--- src/rtl/cbd_pkg.sv ---
// Shared types and constants for the binary metafile command deframer.
// Used by the front parser, the result queue, the output stage and the top level.
`timescale 1ns / 1ps
package cbd_pkg;

    // Default width of the saturating parameter length counter.
    localparam int DEF_LENGTH_BITS = 24;

    // Widths of the result fields.
    localparam int PARAM_LEN_W = 24;
    localparam int OFFSET_W    = 32;

    // Stream widths.
    localparam int S_TDATA_W = 8;
    localparam int M_TDATA_W = 80;
    localparam int M_TUSER_W = 2;

    // Result queue between the parser and the output stage.
    localparam int QUEUE_DEPTH = 4;
    localparam int QUEUE_AW    = 2;
    localparam int QUEUE_CW    = 3;

    // One result item as it travels from the parser to the output.
    typedef struct packed {
        logic [7:0]             param_byte;
        logic                   param_valid;
        logic                   cmd_last;
        logic [3:0]             elem_class;
        logic [6:0]             element_id;
        logic [PARAM_LEN_W-1:0] param_length;
        logic [OFFSET_W-1:0]    cmd_offset;
        logic                   long_form;
    } t_result;

endpackage

--- src/rtl/cgm_binary_command_deframer_core.sv ---
// Top level of the binary metafile command deframer.
// Instantiates cbd_front, cbd_queue and cbd_back; depends on cbd_pkg.
//
// Usage:
//   Input channel: one metafile byte per beat on i_s_tdata; i_s_tuser is
//   the restart flag, which clears the parser and the byte offset before
//   that byte is parsed. Output channel: one beat per parameter byte and
//   one beat for each empty command and for each long-form command whose
//   final partition is empty; o_m_tlast marks the beat that completes a
//   command, and that beat carries the final parameter length and the
//   stream offset of the command header. Header, partition word and
//   short-form pad bytes give no other output beat. Each result beat is
//   written into the result queue and then into the output register
//   before the receiver can take it. Throughput: one byte per cycle while
//   the result queue has room; the four-entry result queue and the
//   output register let the input keep flowing while an output beat waits.
//   When the receiver stalls, the queue fills and o_s_tready falls once it
//   is full; no result is lost. Reset clears the parser, the offset
//   counter, the queue and the output register.
`timescale 1ns / 1ps
module cgm_binary_command_deframer_core
    import cbd_pkg::*;
#(
    parameter int LENGTH_BITS = DEF_LENGTH_BITS
) (
    input  logic                 i_clk,
    input  logic                 i_rst_n,
    input  logic                 i_s_tvalid,
    output logic                 o_s_tready,
    input  logic [S_TDATA_W-1:0] i_s_tdata,   // [7:0] stream_byte
    input  logic                 i_s_tuser,   // [0] stream_restart
    output logic                 o_m_tvalid,
    input  logic                 i_m_tready,
    // [7:0] param_byte, [11:8] elem_class, [18:12] element_id,
    // [42:19] param_length, [74:43] cmd_offset, [79:75] zero
    output logic [M_TDATA_W-1:0] o_m_tdata,
    output logic                 o_m_tlast,   // cmd_last
    output logic [M_TUSER_W-1:0] o_m_tuser    // [0] param_valid, [1] long_form
);

    logic    take;
    logic    push;
    logic    has_room;
    logic    not_empty;
    logic    pop;
    t_result front_result;
    t_result queue_result;

    assign o_s_tready = has_room;
    assign take       = i_s_tvalid & has_room;

    cbd_front #(
        .LENGTH_BITS(LENGTH_BITS)
    ) u_front (
        .i_clk     (i_clk),
        .i_rst_n   (i_rst_n),
        .i_take    (take),
        .i_byte    (i_s_tdata),
        .i_restart (i_s_tuser),
        .o_push    (push),
        .o_result  (front_result)
    );

    cbd_queue u_queue (
        .i_clk       (i_clk),
        .i_rst_n     (i_rst_n),
        .i_push      (push),
        .i_data      (front_result),
        .o_has_room  (has_room),
        .i_pop       (pop),
        .o_not_empty (not_empty),
        .o_data      (queue_result)
    );

    cbd_back u_back (
        .i_clk      (i_clk),
        .i_rst_n    (i_rst_n),
        .i_avail    (not_empty),
        .i_data     (queue_result),
        .o_pop      (pop),
        .o_m_tvalid (o_m_tvalid),
        .i_m_tready (i_m_tready),
        .o_m_tdata  (o_m_tdata),
        .o_m_tlast  (o_m_tlast),
        .o_m_tuser  (o_m_tuser)
    );

endmodule

--- src/rtl/cbd_front.sv ---
// Front part of the deframer: accepts stream beats, tracks the command phase
// and produces result items. Depends on cbd_pkg.
`timescale 1ns / 1ps
module cbd_front
    import cbd_pkg::*;
#(
    parameter int LENGTH_BITS = DEF_LENGTH_BITS
) (
    input  logic       i_clk,
    input  logic       i_rst_n,
    input  logic       i_take,     // a beat is accepted this cycle
    input  logic [7:0] i_byte,
    input  logic       i_restart,
    output logic       o_push,     // a result item is produced this cycle
    output t_result    o_result
);

    localparam logic [2:0] PH_HDR0  = 3'd0;
    localparam logic [2:0] PH_HDR1  = 3'd1;
    localparam logic [2:0] PH_SDATA = 3'd2;
    localparam logic [2:0] PH_SPAD  = 3'd3;
    localparam logic [2:0] PH_PART0 = 3'd4;
    localparam logic [2:0] PH_PART1 = 3'd5;
    localparam logic [2:0] PH_LDATA = 3'd6;

    localparam int EXT_W = (LENGTH_BITS > PARAM_LEN_W) ? LENGTH_BITS : PARAM_LEN_W;
    localparam logic [LENGTH_BITS-1:0] LEN_MAX = {LENGTH_BITS{1'b1}};

    logic [2:0]             r_phase, n_phase, b_phase;
    logic [7:0]             r_first, n_first, b_first;
    logic [3:0]             r_class, n_class, b_class;
    logic [6:0]             r_elem, n_elem, b_elem;
    logic [15:0]            r_remain, n_remain, b_remain;
    logic                   r_more, n_more, b_more;
    logic                   r_long, n_long, b_long;
    logic                   r_pad, n_pad, b_pad;
    logic [LENGTH_BITS-1:0] r_len, n_len, b_len;
    logic [OFFSET_W-1:0]    r_pos, n_pos, b_pos;
    logic [OFFSET_W-1:0]    r_hpos, n_hpos, b_hpos;

    logic                   emit;
    logic [7:0]             emit_byte;
    logic                   emit_valid;
    logic                   emit_last;
    logic [15:0]            plen;
    logic [LENGTH_BITS-1:0] len_inc;
    logic [EXT_W-1:0]       len_ext;

    // A restart beat sees the reset state before it is parsed.
    always_comb begin
        if (i_restart) begin
            b_phase  = PH_HDR0;
            b_first  = '0;
            b_class  = '0;
            b_elem   = '0;
            b_remain = '0;
            b_more   = 1'b0;
            b_long   = 1'b0;
            b_pad    = 1'b0;
            b_len    = '0;
            b_pos    = '0;
            b_hpos   = '0;
        end else begin
            b_phase  = r_phase;
            b_first  = r_first;
            b_class  = r_class;
            b_elem   = r_elem;
            b_remain = r_remain;
            b_more   = r_more;
            b_long   = r_long;
            b_pad    = r_pad;
            b_len    = r_len;
            b_pos    = r_pos;
            b_hpos   = r_hpos;
        end
    end

    // Saturating count of one more parameter byte.
    assign len_inc = (b_len != LEN_MAX) ? b_len + 1'b1 : b_len;

    // Partition length from the word, rounded up to even.
    assign plen = {1'b0, b_first[6:0], i_byte} + {15'd0, i_byte[0]};

    // Phase decoding and next state for the beat on the input.
    always_comb begin
        n_phase    = b_phase;
        n_first    = b_first;
        n_class    = b_class;
        n_elem     = b_elem;
        n_remain   = b_remain;
        n_more     = b_more;
        n_long     = b_long;
        n_pad      = b_pad;
        n_len      = b_len;
        n_pos      = b_pos + 1'b1;
        n_hpos     = b_hpos;
        emit       = 1'b0;
        emit_byte  = 8'd0;
        emit_valid = 1'b0;
        emit_last  = 1'b0;
        case (b_phase)
            PH_HDR1: begin
                n_class = b_first[7:4];
                n_elem  = {b_first[3:0], i_byte[7:5]};
                n_len   = '0;
                n_more  = 1'b0;
                if (i_byte[4:0] == 5'd31) begin
                    n_long  = 1'b1;
                    n_pad   = 1'b0;
                    n_phase = PH_PART0;
                end else begin
                    n_long   = 1'b0;
                    n_remain = {11'd0, i_byte[4:0]};
                    n_pad    = i_byte[0];
                    if (i_byte[4:0] == 5'd0) begin
                        emit      = 1'b1;
                        emit_last = 1'b1;
                        n_phase   = PH_HDR0;
                    end else begin
                        n_phase = PH_SDATA;
                    end
                end
            end
            PH_SDATA: begin
                n_len      = len_inc;
                n_remain   = b_remain - 1'b1;
                emit       = 1'b1;
                emit_byte  = i_byte;
                emit_valid = 1'b1;
                if (n_remain == 16'd0) begin
                    emit_last = 1'b1;
                    n_phase   = b_pad ? PH_SPAD : PH_HDR0;
                    n_pad     = 1'b0;
                end
            end
            PH_SPAD: begin
                n_phase = PH_HDR0;
            end
            PH_PART0: begin
                n_first = i_byte;
                n_phase = PH_PART1;
            end
            PH_PART1: begin
                n_more   = b_first[7];
                n_remain = plen;
                if (plen == 16'd0) begin
                    if (b_first[7]) begin
                        n_phase = PH_PART0;
                    end else begin
                        emit      = 1'b1;
                        emit_last = 1'b1;
                        n_phase   = PH_HDR0;
                    end
                end else begin
                    n_phase = PH_LDATA;
                end
            end
            PH_LDATA: begin
                n_len      = len_inc;
                n_remain   = b_remain - 1'b1;
                emit       = 1'b1;
                emit_byte  = i_byte;
                emit_valid = 1'b1;
                if (n_remain == 16'd0) begin
                    if (b_more) begin
                        n_phase = PH_PART0;
                    end else begin
                        emit_last = 1'b1;
                        n_phase   = PH_HDR0;
                    end
                end
            end
            default: begin
                n_first = i_byte;
                n_hpos  = b_pos;
                n_phase = PH_HDR1;
            end
        endcase
    end

    // Result item built from the state after this beat.
    assign len_ext = EXT_W'(n_len);
    always_comb begin
        o_result.param_byte   = emit_byte;
        o_result.param_valid  = emit_valid;
        o_result.cmd_last     = emit_last;
        o_result.elem_class   = n_class;
        o_result.element_id   = n_elem;
        o_result.param_length = len_ext[PARAM_LEN_W-1:0];
        o_result.cmd_offset   = n_hpos;
        o_result.long_form    = n_long;
    end
    assign o_push = i_take & emit;

    // Parser state registers.
    always_ff @(posedge i_clk) begin
        if (!i_rst_n) begin
            r_phase  <= PH_HDR0;
            r_first  <= '0;
            r_class  <= '0;
            r_elem   <= '0;
            r_remain <= '0;
            r_more   <= 1'b0;
            r_long   <= 1'b0;
            r_pad    <= 1'b0;
            r_len    <= '0;
            r_pos    <= '0;
            r_hpos   <= '0;
        end else if (i_take) begin
            r_phase  <= n_phase;
            r_first  <= n_first;
            r_class  <= n_class;
            r_elem   <= n_elem;
            r_remain <= n_remain;
            r_more   <= n_more;
            r_long   <= n_long;
            r_pad    <= n_pad;
            r_len    <= n_len;
            r_pos    <= n_pos;
            r_hpos   <= n_hpos;
        end
    end

endmodule

--- src/rtl/cbd_queue.sv ---
// Short result queue that decouples the parser from the output stage.
// Depends on cbd_pkg.
`timescale 1ns / 1ps
module cbd_queue
    import cbd_pkg::*;
(
    input  logic    i_clk,
    input  logic    i_rst_n,
    input  logic    i_push,
    input  t_result i_data,
    output logic    o_has_room,
    input  logic    i_pop,
    output logic    o_not_empty,
    output t_result o_data
);

    t_result               r_mem [QUEUE_DEPTH];
    logic [QUEUE_AW-1:0]   r_wr_ptr, n_wr_ptr;
    logic [QUEUE_AW-1:0]   r_rd_ptr, n_rd_ptr;
    logic [QUEUE_CW-1:0]   r_count, n_count;
    logic                  do_pop;

    assign o_has_room  = (r_count != QUEUE_CW'(QUEUE_DEPTH));
    assign o_not_empty = (r_count != '0);
    assign do_pop      = i_pop & o_not_empty;
    assign o_data      = r_mem[r_rd_ptr];

    // Pointer and fill count updates.
    always_comb begin
        n_wr_ptr = i_push ? r_wr_ptr + 1'b1 : r_wr_ptr;
        n_rd_ptr = do_pop ? r_rd_ptr + 1'b1 : r_rd_ptr;
        n_count  = r_count + QUEUE_CW'(i_push) - QUEUE_CW'(do_pop);
    end

    always_ff @(posedge i_clk) begin
        if (!i_rst_n) begin
            r_wr_ptr <= '0;
            r_rd_ptr <= '0;
            r_count  <= '0;
        end else begin
            r_wr_ptr <= n_wr_ptr;
            r_rd_ptr <= n_rd_ptr;
            r_count  <= n_count;
        end
    end

    // Storage; written only when there is room.
    always_ff @(posedge i_clk) begin
        if (i_push) begin
            r_mem[r_wr_ptr] <= i_data;
        end
    end

endmodule

--- src/rtl/cbd_back.sv ---
// Back part of the deframer: output register that presents result beats
// to the downstream receiver. Depends on cbd_pkg.
`timescale 1ns / 1ps
module cbd_back
    import cbd_pkg::*;
(
    input  logic                 i_clk,
    input  logic                 i_rst_n,
    input  logic                 i_avail,
    input  t_result              i_data,
    output logic                 o_pop,
    output logic                 o_m_tvalid,
    input  logic                 i_m_tready,
    output logic [M_TDATA_W-1:0] o_m_tdata,
    output logic                 o_m_tlast,
    output logic [M_TUSER_W-1:0] o_m_tuser
);

    logic    r_valid, n_valid;
    t_result r_out;

    // Load a new item when the register is empty or being emptied.
    assign o_pop   = i_avail & (!r_valid | i_m_tready);
    assign n_valid = o_pop | (r_valid & !i_m_tready);

    always_ff @(posedge i_clk) begin
        if (!i_rst_n) begin
            r_valid <= 1'b0;
        end else begin
            r_valid <= n_valid;
        end
    end

    always_ff @(posedge i_clk) begin
        if (o_pop) begin
            r_out <= i_data;
        end
    end

    // Beat packing.
    assign o_m_tvalid = r_valid;
    assign o_m_tlast  = r_out.cmd_last;
    assign o_m_tuser  = {r_out.long_form, r_out.param_valid};
    assign o_m_tdata  = {5'd0, r_out.cmd_offset, r_out.param_length,
                         r_out.element_id, r_out.elem_class, r_out.param_byte};

endmodule

--- config.mk ---
export PLATFORM = sky130hd
export DESIGN_NAME = cgm_binary_command_deframer_core
export DESIGN_NICKNAME = d
export VERILOG_FILES = /design/src/rtl/cbd_pkg.sv /design/src/rtl/cgm_binary_command_deframer_core.sv /design/src/rtl/cbd_front.sv /design/src/rtl/cbd_queue.sv /design/src/rtl/cbd_back.sv
export SDC_FILE = /design/constraint.sdc
export NUM_CORES = 1
export LEC_CHECK = 0
export BUFFER_PORTS_ARGS = -buffer_cell sky130_fd_sc_hd__buf_4
export CAP_MARGIN = 20
export CELL_PAD_IN_SITES_DETAIL_PLACEMENT = 0
export CELL_PAD_IN_SITES_GLOBAL_PLACEMENT = 2
export CORE_MARGIN = 2
export CORE_UTILIZATION = 44
export CTS_CLUSTER_SIZE = 28
export DETAILED_ROUTE_END_ITERATION = 16
export PLACE_DENSITY_LB_ADDON = 0.08
export SYNTH_ARGS = -nofsm -noshare
export SYNTH_HDL_FRONTEND = slang
export SYNTH_SLANG_ARGS = --single-unit
--- constraint.sdc ---
create_clock -name i_clk -period 7.9 [get_ports i_clk]
set_clock_uncertainty 0.1 [all_clocks]
set_input_delay 1.58 -clock i_clk [delete_from_list [all_inputs] [get_ports i_clk]]
set_output_delay 1.58 -clock i_clk [all_outputs]
set_load 0.005 [all_outputs]
[Yosys cells after proc, flatten, opt, wreduce, memory -nomap -nowiden]
Memory sizes are Yosys's and may differ from the RTL's. A register that Yosys moved wholly into a read port is not among the register bits.
Cells that the tools add are included.
Operators by class
  add/subtract/negate cells: 8
  equality and inequality tests: 9
  muxes and demuxes: 47
  bitwise gates (word level): 7
  reductions and logical operators: 9
Operator list (number)
  $mux W32: 3
  $mux W24: 2
  $pmux W16 S3: 1
  $pmux W24 S2: 1
  $add A32 B1 Y32 const B: 1
  $logic_not A16 Y1: 2
  $mux W16: 2
  $add A24 B1 Y24 const B: 1
  $mux W8: 3
  $ne A24 B24 Y1 const B: 1
  $mux W3: 7
  $pmux W3 S6: 1
  $mux W1: 17
  $add A15 B1 Y16: 1
  $sub A16 B1 Y16 const B: 1
  $mux W7: 2
  $eq A3 B3 Y1 const B: 3
  $mux W4: 2
  $eq A3 B2 Y1 const B: 2
  $reduce_or A6 Y1: 1
  $and A1 B1 Y1: 5
  $eq A5 B5 Y1 const B: 1
  $logic_not A5 Y1: 1
  $reduce_or A5 Y1: 1
  13 further kinds: 18
Storage, ports and cells
  register bits after elaboration: 137
  RAM bits: 312
  word-level logic and storage cells: 96
  memories: 1
Memories
  u_queue.r_mem: depth 4, bits a word 78, read ports 1, clocked after Yosys merged registers in 1, wr ports 1, line cbd_queue.sv:17  | t_result r_mem [QUEUE_DEPTH];

[Longest topological paths before layout]
  depth in word-level cells: 8
  mapped depth: 19
  gate-level depth less buffers: 15

[Modules after synthesis]
A second synthesis with hierarchy kept.
Unflattened totals
  cell total of the unflattened synthesis: 1652
  area total of the unflattened synthesis: 22348.9 sq um
Modules (own cells, without submodules)
  cbd_queue: times used 1, cells each 453, area each 11746.3 sq um, sequential area each 9549.2 sq um
  cbd_front: times used 1, cells each 1110, area each 8165.3 sq um, sequential area each 2582.5 sq um
  cbd_back: times used 1, cells each 88, area each 2431.1 sq um, sequential area each 2362.3 sq um
  cgm_binary_command_deframer_core: times used 1, cells each 1, area each 6.3 sq um, sequential area each 0.0 sq um

[Worst setup path before layout]
No wires, ideal clock.
  path type: input port to flip-flop
  start: in i_m_tready
  end: reg u_queue.r_count[2]
  setup time: 0.128 ns
  data arrival time: 7.196 ns
  required time: 7.672 ns
  path slack: 0.477 ns
  cell stages on the path: 10
  buffers on the path: 0
  path through: inv_1 > a21oi_1 > ha_1 > inv_1 > ha_1 > inv_1 > fa_1 > xor2_1 > xnor2_1 > nor2_1
On the way
  cells in the longest elaborated chain, start to end: 4
RTL lines
  start: declaration: line cgm_binary_command_deframer_core.sv:33  | input logic i_m_tready,
  $or A1 B1 Y1: line cbd_back.sv:23  | assign o_pop = i_avail & (!r_valid | i_m_tready);
  $and A1 B1 Y1: line cbd_back.sv:23
  named net pop: line cgm_binary_command_deframer_core.sv:45  | logic pop;
  $and A1 B1 Y1: line cbd_queue.sv:25  | assign do_pop = i_pop & o_not_empty;
  $sub A3 B1 Y3: line cbd_queue.sv:32  | n_count = r_count + QUEUE_CW'(i_push) - QUEUE_CW'(do_pop);
  end signal: assignment: line cbd_queue.sv:43  | r_count <= n_count;
  end: declaration: line cbd_queue.sv:20  | logic [QUEUE_CW-1:0] r_count, n_count;
The timed path passes the listed nets, and every way through them passes these cells.
A chain may end at the register's enable or synchronous reset.

[Worst setup path in the final report]
  start: in i_s_tuser
  end: mem u_queue.r_mem[2][27] (netlist name), enable pin
On the way
  cells in the longest elaborated chain, start to end: 8
RTL lines
  start: declaration: line cgm_binary_command_deframer_core.sv:31  | input logic i_s_tuser,
  $mux W8: line cbd_front.sv:51  | if (i_restart) begin
  $add A15 B1 Y16: line cbd_front.sv:82  | assign plen = {1'b0, b_first[6:0], i_byte} + {15'd0, i_byte[0]};
  $logic_not A16 Y1: line cbd_front.sv:146  | if (plen == 16'd0) begin
  $mux W1: line cbd_front.sv:146
  $pmux W1 S3 *: line cbd_front.sv:101  | case (b_phase)
  $and A1 B1 Y1 *: line cbd_front.sv:193  | assign o_push = i_take & emit;
  $mux W1 *: line cbd_queue.sv:49  | if (i_push) begin
  $mux W1 (implied by the code) *: line cbd_queue.sv:50  | r_mem[r_wr_ptr] <= i_data;
  end: declaration: line cbd_queue.sv:17
Every way passes the cells marked *; elsewhere a longest branch is shown, timed or not.

==> flow_summary.html <==
<table>
<tr><th>Metric</th><th>Value</th></tr>
<tr><th colspan="2">Layout</th></tr>
<tr><td>Net count reported at finish</td><td>~1,800</td></tr>
<tr><td>Layout fillers</td><td>between 4,000 and 5,000</td></tr>
<tr><td>P&amp;R area growth vs syn</td><td>14.1%</td></tr>
<tr><td>Fraction of final layout cells with drive strength greater than 1</td><td>0.183</td></tr>
<tr><td>Register area</td><td>~14,000 sq um</td></tr>
<tr><td>Final antenna diode count</td><td>0</td></tr>
<tr><td>Post-route cell area</td><td>between 20,000 and 30,000 sq um</td></tr>
<tr><td>Multi-input logic area</td><td>around 7300 sq um</td></tr>
<tr><th colspan="2">Placed design</th></tr>
<tr><td>Instance area at placement</td><td>about 24,000 sq um</td></tr>
<tr><td>Total of buffers placed on input and output ports</td><td>92</td></tr>
<tr><td>Worst slack, placed</td><td>about 1.9 ns</td></tr>
<tr><td>Half-perimeter wire length after placement</td><td>31,000 microns</td></tr>
<tr><td>Final weighted congestion of routability-driven global placement</td><td>around 0.78</td></tr>
<tr><th colspan="2">Yosys</th></tr>
<tr><td>Sequential area share after synthesis</td><td>0.649</td></tr>
<tr><td>Async SR Flop Fraction</td><td>0</td></tr>
<tr><td>Most used flip-flop cell after synthesis</td><td>edfxtp_1</td></tr>
<tr><td>Area share of the largest cell type after synthesis</td><td>0.526</td></tr>
<tr><td>Cell Area, Synth</td><td>22,300 sq um</td></tr>
<tr><td>Number of instances in the synthesized netlist</td><td>between 1,500 and 2,000</td></tr>
<tr><td>Count of warnings emitted by yosys</td><td>0</td></tr>
<tr><td>Synth unique cells</td><td>between 80 and 90</td></tr>
<tr><td>Number of synthesized register bits</td><td>between 500 and 600</td></tr>
<tr><td>Top post-synthesis cells by area</td><td>edfxtp_1 (53%), dfxtp_1 (12%), mux4_2 (7.9%), nand2_1 (3.8%), nor2_1 (2.5%)</td></tr>
<tr><td>Synthesized area divided by synthesized cell count</td><td>13.3 sq um</td></tr>
<tr><td>Count of flip-flops with a built-in enable after synthesis</td><td>between 300 and 400</td></tr>
<tr><td>Largest area contributor in the netlist</td><td>edfxtp_1</td></tr>
<tr><th colspan="2">Power</th></tr>
<tr><td>Cell area power density</td><td>~290 nW/um^2</td></tr>
<tr><td>Static power due to leakage</td><td>~8.8 nW</td></tr>
<tr><td>Internal power</td><td>~0.0055 W</td></tr>
<tr><td>Combinational group share of total power</td><td>0.180</td></tr>
<tr><td>Part of the total power dissipated in sequential elements</td><td>0.466</td></tr>
<tr><td>Net switching power of the design</td><td>roughly 0.0019 W</td></tr>
<tr><td>Max VDD drop</td><td>0.285 mV</td></tr>
<tr><td>Switching Share</td><td>0.254</td></tr>
<tr><td>Proportion of power drawn by the clock network</td><td>0.354</td></tr>
<tr><th colspan="2">CTS</th></tr>
<tr><td>Post CTS Setup Buffer Count</td><td>0</td></tr>
<tr><td>CTS tree</td><td>built</td></tr>
<tr><td>Maximum number of buffers from clock root to sink</td><td>3</td></tr>
<tr><td>H-tree levels</td><td>2</td></tr>
<tr><td>CTS sink cnt</td><td>around 530</td></tr>
<tr><td>Clock Pin Slew Worst Setup and Hold Paths</td><td>roughly 0.06 ns</td></tr>
<tr><td>Hold_buf cts</td><td>0</td></tr>
<tr><td>Root buffer cell</td><td>clkbuf_16</td></tr>
<tr><td>TritonCTS buffer count</td><td>54</td></tr>
<tr><td>Clock latency on the worst-skew pair</td><td>just over 0.6 ns</td></tr>
<tr><td>Post-CTS Resized</td><td>0</td></tr>
<tr><th colspan="2">Critical path</th></tr>
<tr><td>Data required, critical path</td><td>slightly above 8 ns</td></tr>
<tr><td>Crit-path max FO</td><td>55</td></tr>
<tr><td>Arr. time, crit path</td><td>~5.6 ns</td></tr>
<tr><td>Startpoint type of the worst setup path</td><td>input pin</td></tr>
<tr><td>Crit Path Class</td><td>in -&gt; reg</td></tr>
<tr><td>Worst Setup End Kind</td><td>flop</td></tr>
<tr><th colspan="2">STA</th></tr>
<tr><td>Worst slack on hold paths</td><td>~0.35 ns</td></tr>
<tr><td>Final setup TNS</td><td>0 ns</td></tr>
<tr><td>RSZ-0062 raised after global routing</td><td>no</td></tr>
<tr><td>Max Fclk</td><td>around 190 MHz</td></tr>
<tr><td>Worst slew margin relative to its limit</td><td>0.281</td></tr>
<tr><td>Endpoints failing setup</td><td>0</td></tr>
<tr><td>Time the final worst path needs with I/O delays and setup</td><td>5.38 ns</td></tr>
<tr><td>Hold violation total from the final report</td><td>0</td></tr>
<tr><td>Period utilisation layout</td><td>0.681</td></tr>
<tr><td>Worst-Margin Slew</td><td>about 1.1 ns</td></tr>
<tr><td>Count of pins over their slew limit</td><td>0</td></tr>
<tr><td>Final WS setup</td><td>2.52 ns</td></tr>
<tr><th colspan="2">Floorplanning</th></tr>
<tr><td>Starting density of the core</td><td>0.445</td></tr>
<tr><td>Area inside the core boundary</td><td>around 50,000 sq um</td></tr>
<tr><td>Full die area</td><td>approximately 52,000 sq um</td></tr>
<tr><td>Standard-cell rows</td><td>82</td></tr>
<tr><td>Chip width</td><td>between 200 and 250 microns</td></tr>
<tr><td>Floorplan die height</td><td>229 microns</td></tr>
<tr><td>Io pins</td><td>98</td></tr>
<tr><th colspan="2">Worst hold path</th></tr>
<tr><td>Type of the worst min-delay path</td><td>reg -&gt; reg</td></tr>
<tr><th colspan="2">Route</th></tr>
<tr><td>Via count of the routed design</td><td>13,300</td></tr>
<tr><td>Post-route ant nets</td><td>0</td></tr>
<tr><td>Starting DRC count in detailed routing</td><td>a little over 800</td></tr>
<tr><td>Length of the first detailed-routing pass in iterations</td><td>5</td></tr>
<tr><td>Vias per Instance</td><td>about 5.4</td></tr>
<tr><td>Post-detailed-routing wire length</td><td>50,500 microns</td></tr>
<tr><td>Post-route DRC violation count</td><td>0</td></tr>
<tr><td>Post-detailed-route wirelength per cell</td><td>20.5 microns</td></tr>
<tr><th colspan="2">Status</th></tr>
<tr><td>Run status</td><td>complete, no violations</td></tr>
<tr><th colspan="2">Global routing</th></tr>
<tr><td>Antenna violations before repair</td><td>0</td></tr>
<tr><td>Pin count of the biggest net entering global routing</td><td>71</td></tr>
<tr><td>Vias in the first global route</td><td>13,500</td></tr>
<tr><td>Global-route total usage across every layer</td><td>0.195</td></tr>
<tr><td>Global-route wire length before repair</td><td>~79,000 microns</td></tr>
<tr><td>Sum of overflow across all layers after global routing</td><td>0</td></tr>
<tr><th colspan="2">Flow run</th></tr>
<tr><td>Number of max-capacitance violations reported</td><td>0</td></tr>
</table>
final cells by class:
type                    count  area share
inverters                  21     0.00315
clock buffers              65      0.0559
well taps                 672      0.0331
flip-flops and latches    527       0.569
multi-input cells        1026       0.289
clock inverters            36      0.0164
repair buffers            115      0.0341
cells in the mapped netlist, types with 11 or more instances:
cell      count
nand2_1     224
nor3_1       20
mux2i_1      49
and2_1       28
dfxtp_1     137
a21oi_1     110
nor2_1      147
mux4_2       78
o21ai_0      51
edfxtp_1    390
xnor2_1      23
clkbuf_1     60
a31oi_1      12
nor2b_1      17
and3_1       16
buf_1        22
a22oi_1      11
xor2_1       20
nand3_1      40
ha_1         18
inv_1        18
nand4_1      17
path summary, 6_finish.rpt:
check	cells past startpoint	end	start	slack, ns
min reg2reg	2	u_front.r_hpos[11]	u_front.r_hpos[11]	0.35
max	9	u_queue.r_mem[2][27]	i_s_tuser	2.52
max reg2reg	8	u_queue.r_mem[2][27]	u_front.r_first[0]	3.88
min	2	u_front.r_hpos[11]	u_front.r_hpos[11]	0.35
metal layers:
| metal | track usage | routed length (microns) | vias up |
|---|---|---|---|
| met5 | 0 | 0 | - |
| met4 | 0.0461 | 793 | 0 |
| met3 | 0.0300 | 1770 | 55 |
| met2 | 0.326 | 24800 | 201 |
| met1 | 0.269 | 23100 | 6745 |
| li1 | - | - | 6347 |
worst max-delay path, cell delays in order:
cell and delay, ns:
buf_4 0.46, inv_2 0.37, nand2_1 0.23, ha_1 0.40
nand2_1 0.46, nor3_1 0.39, a311o_1 0.35, and3_4 0.87
buf_4 0.37
state kept, by name (all words and copies together), names as in the netlist:
name,count
u_back.o_m_tdata,75
u_front.r_remain,16
u_queue.r_wr_ptr,2
u_front.r_elem,7
u_front.r_phase,3
u_front.r_pos,32
u_queue.r_rd_ptr,2
u_front.r_more,1
u_front.r_hpos,32
u_queue.r_mem,312
u_front.r_pad,1
u_queue.r_count,3
u_back.o_m_tuser,2
u_front.r_len,24
u_back.o_m_tvalid,1
u_front.r_long,1
u_back.o_m_tlast,1
u_front.r_class,4
u_front.r_first,8
logic make-up (layout without fill, tap and decap cells):
group,Yosys count,count (layout),synth area share
buf+inv,125,237,0.0247
simple gates,582,582,0.129
fa+ha+maj,19,19,0.0110
flops,527,527,0.649
other cells,1,5,0.000168
mux,137,137,0.106
compound gates,240,240,0.0633
xor+xnor,43,43,0.0169
through the flow:
stage | std cells | power (W) | util
4_1_cts | 2462 | 0.00757 | 0.508
3_5_place_dp | 2361 | 0.00491 | 0.471
3_3_place_gp | 2360 | 0.00489 | 0.471
6_report | 2462 | 0.00743 | 0.508
2_1_floorplan | 1678 | 0.00431 | -
5_1_grt | 2462 | 0.00776 | 0.508
cells in the final DEF, fill, tap and decap left out, drive strengths merged, types with 28 or more instances in the layout:
master	synthesis	routed
edfxtp	390	390
nand2	224	224
nor2	148	148
dfxtp	137	137
buf	44	115
a21oi	110	110
mux4	78	78
clkbuf	60	65
o21ai	59	59
mux2i	49	49
nand3	44	44
and2	28	28
power groups by stage:
stage,Sequential [W],Clock [W],Combinational [W]
after floorplan,0.00350,0,0.000808
after global placement,0.00353,0,0.00137
after detailed placement,0.00353,0,0.00138
after CTS,0.00347,0.00271,0.00139
after global routing,0.00350,0.00280,0.00146
final,0.00347,0.00263,0.00134
Power figures use the tool's default switching activity.
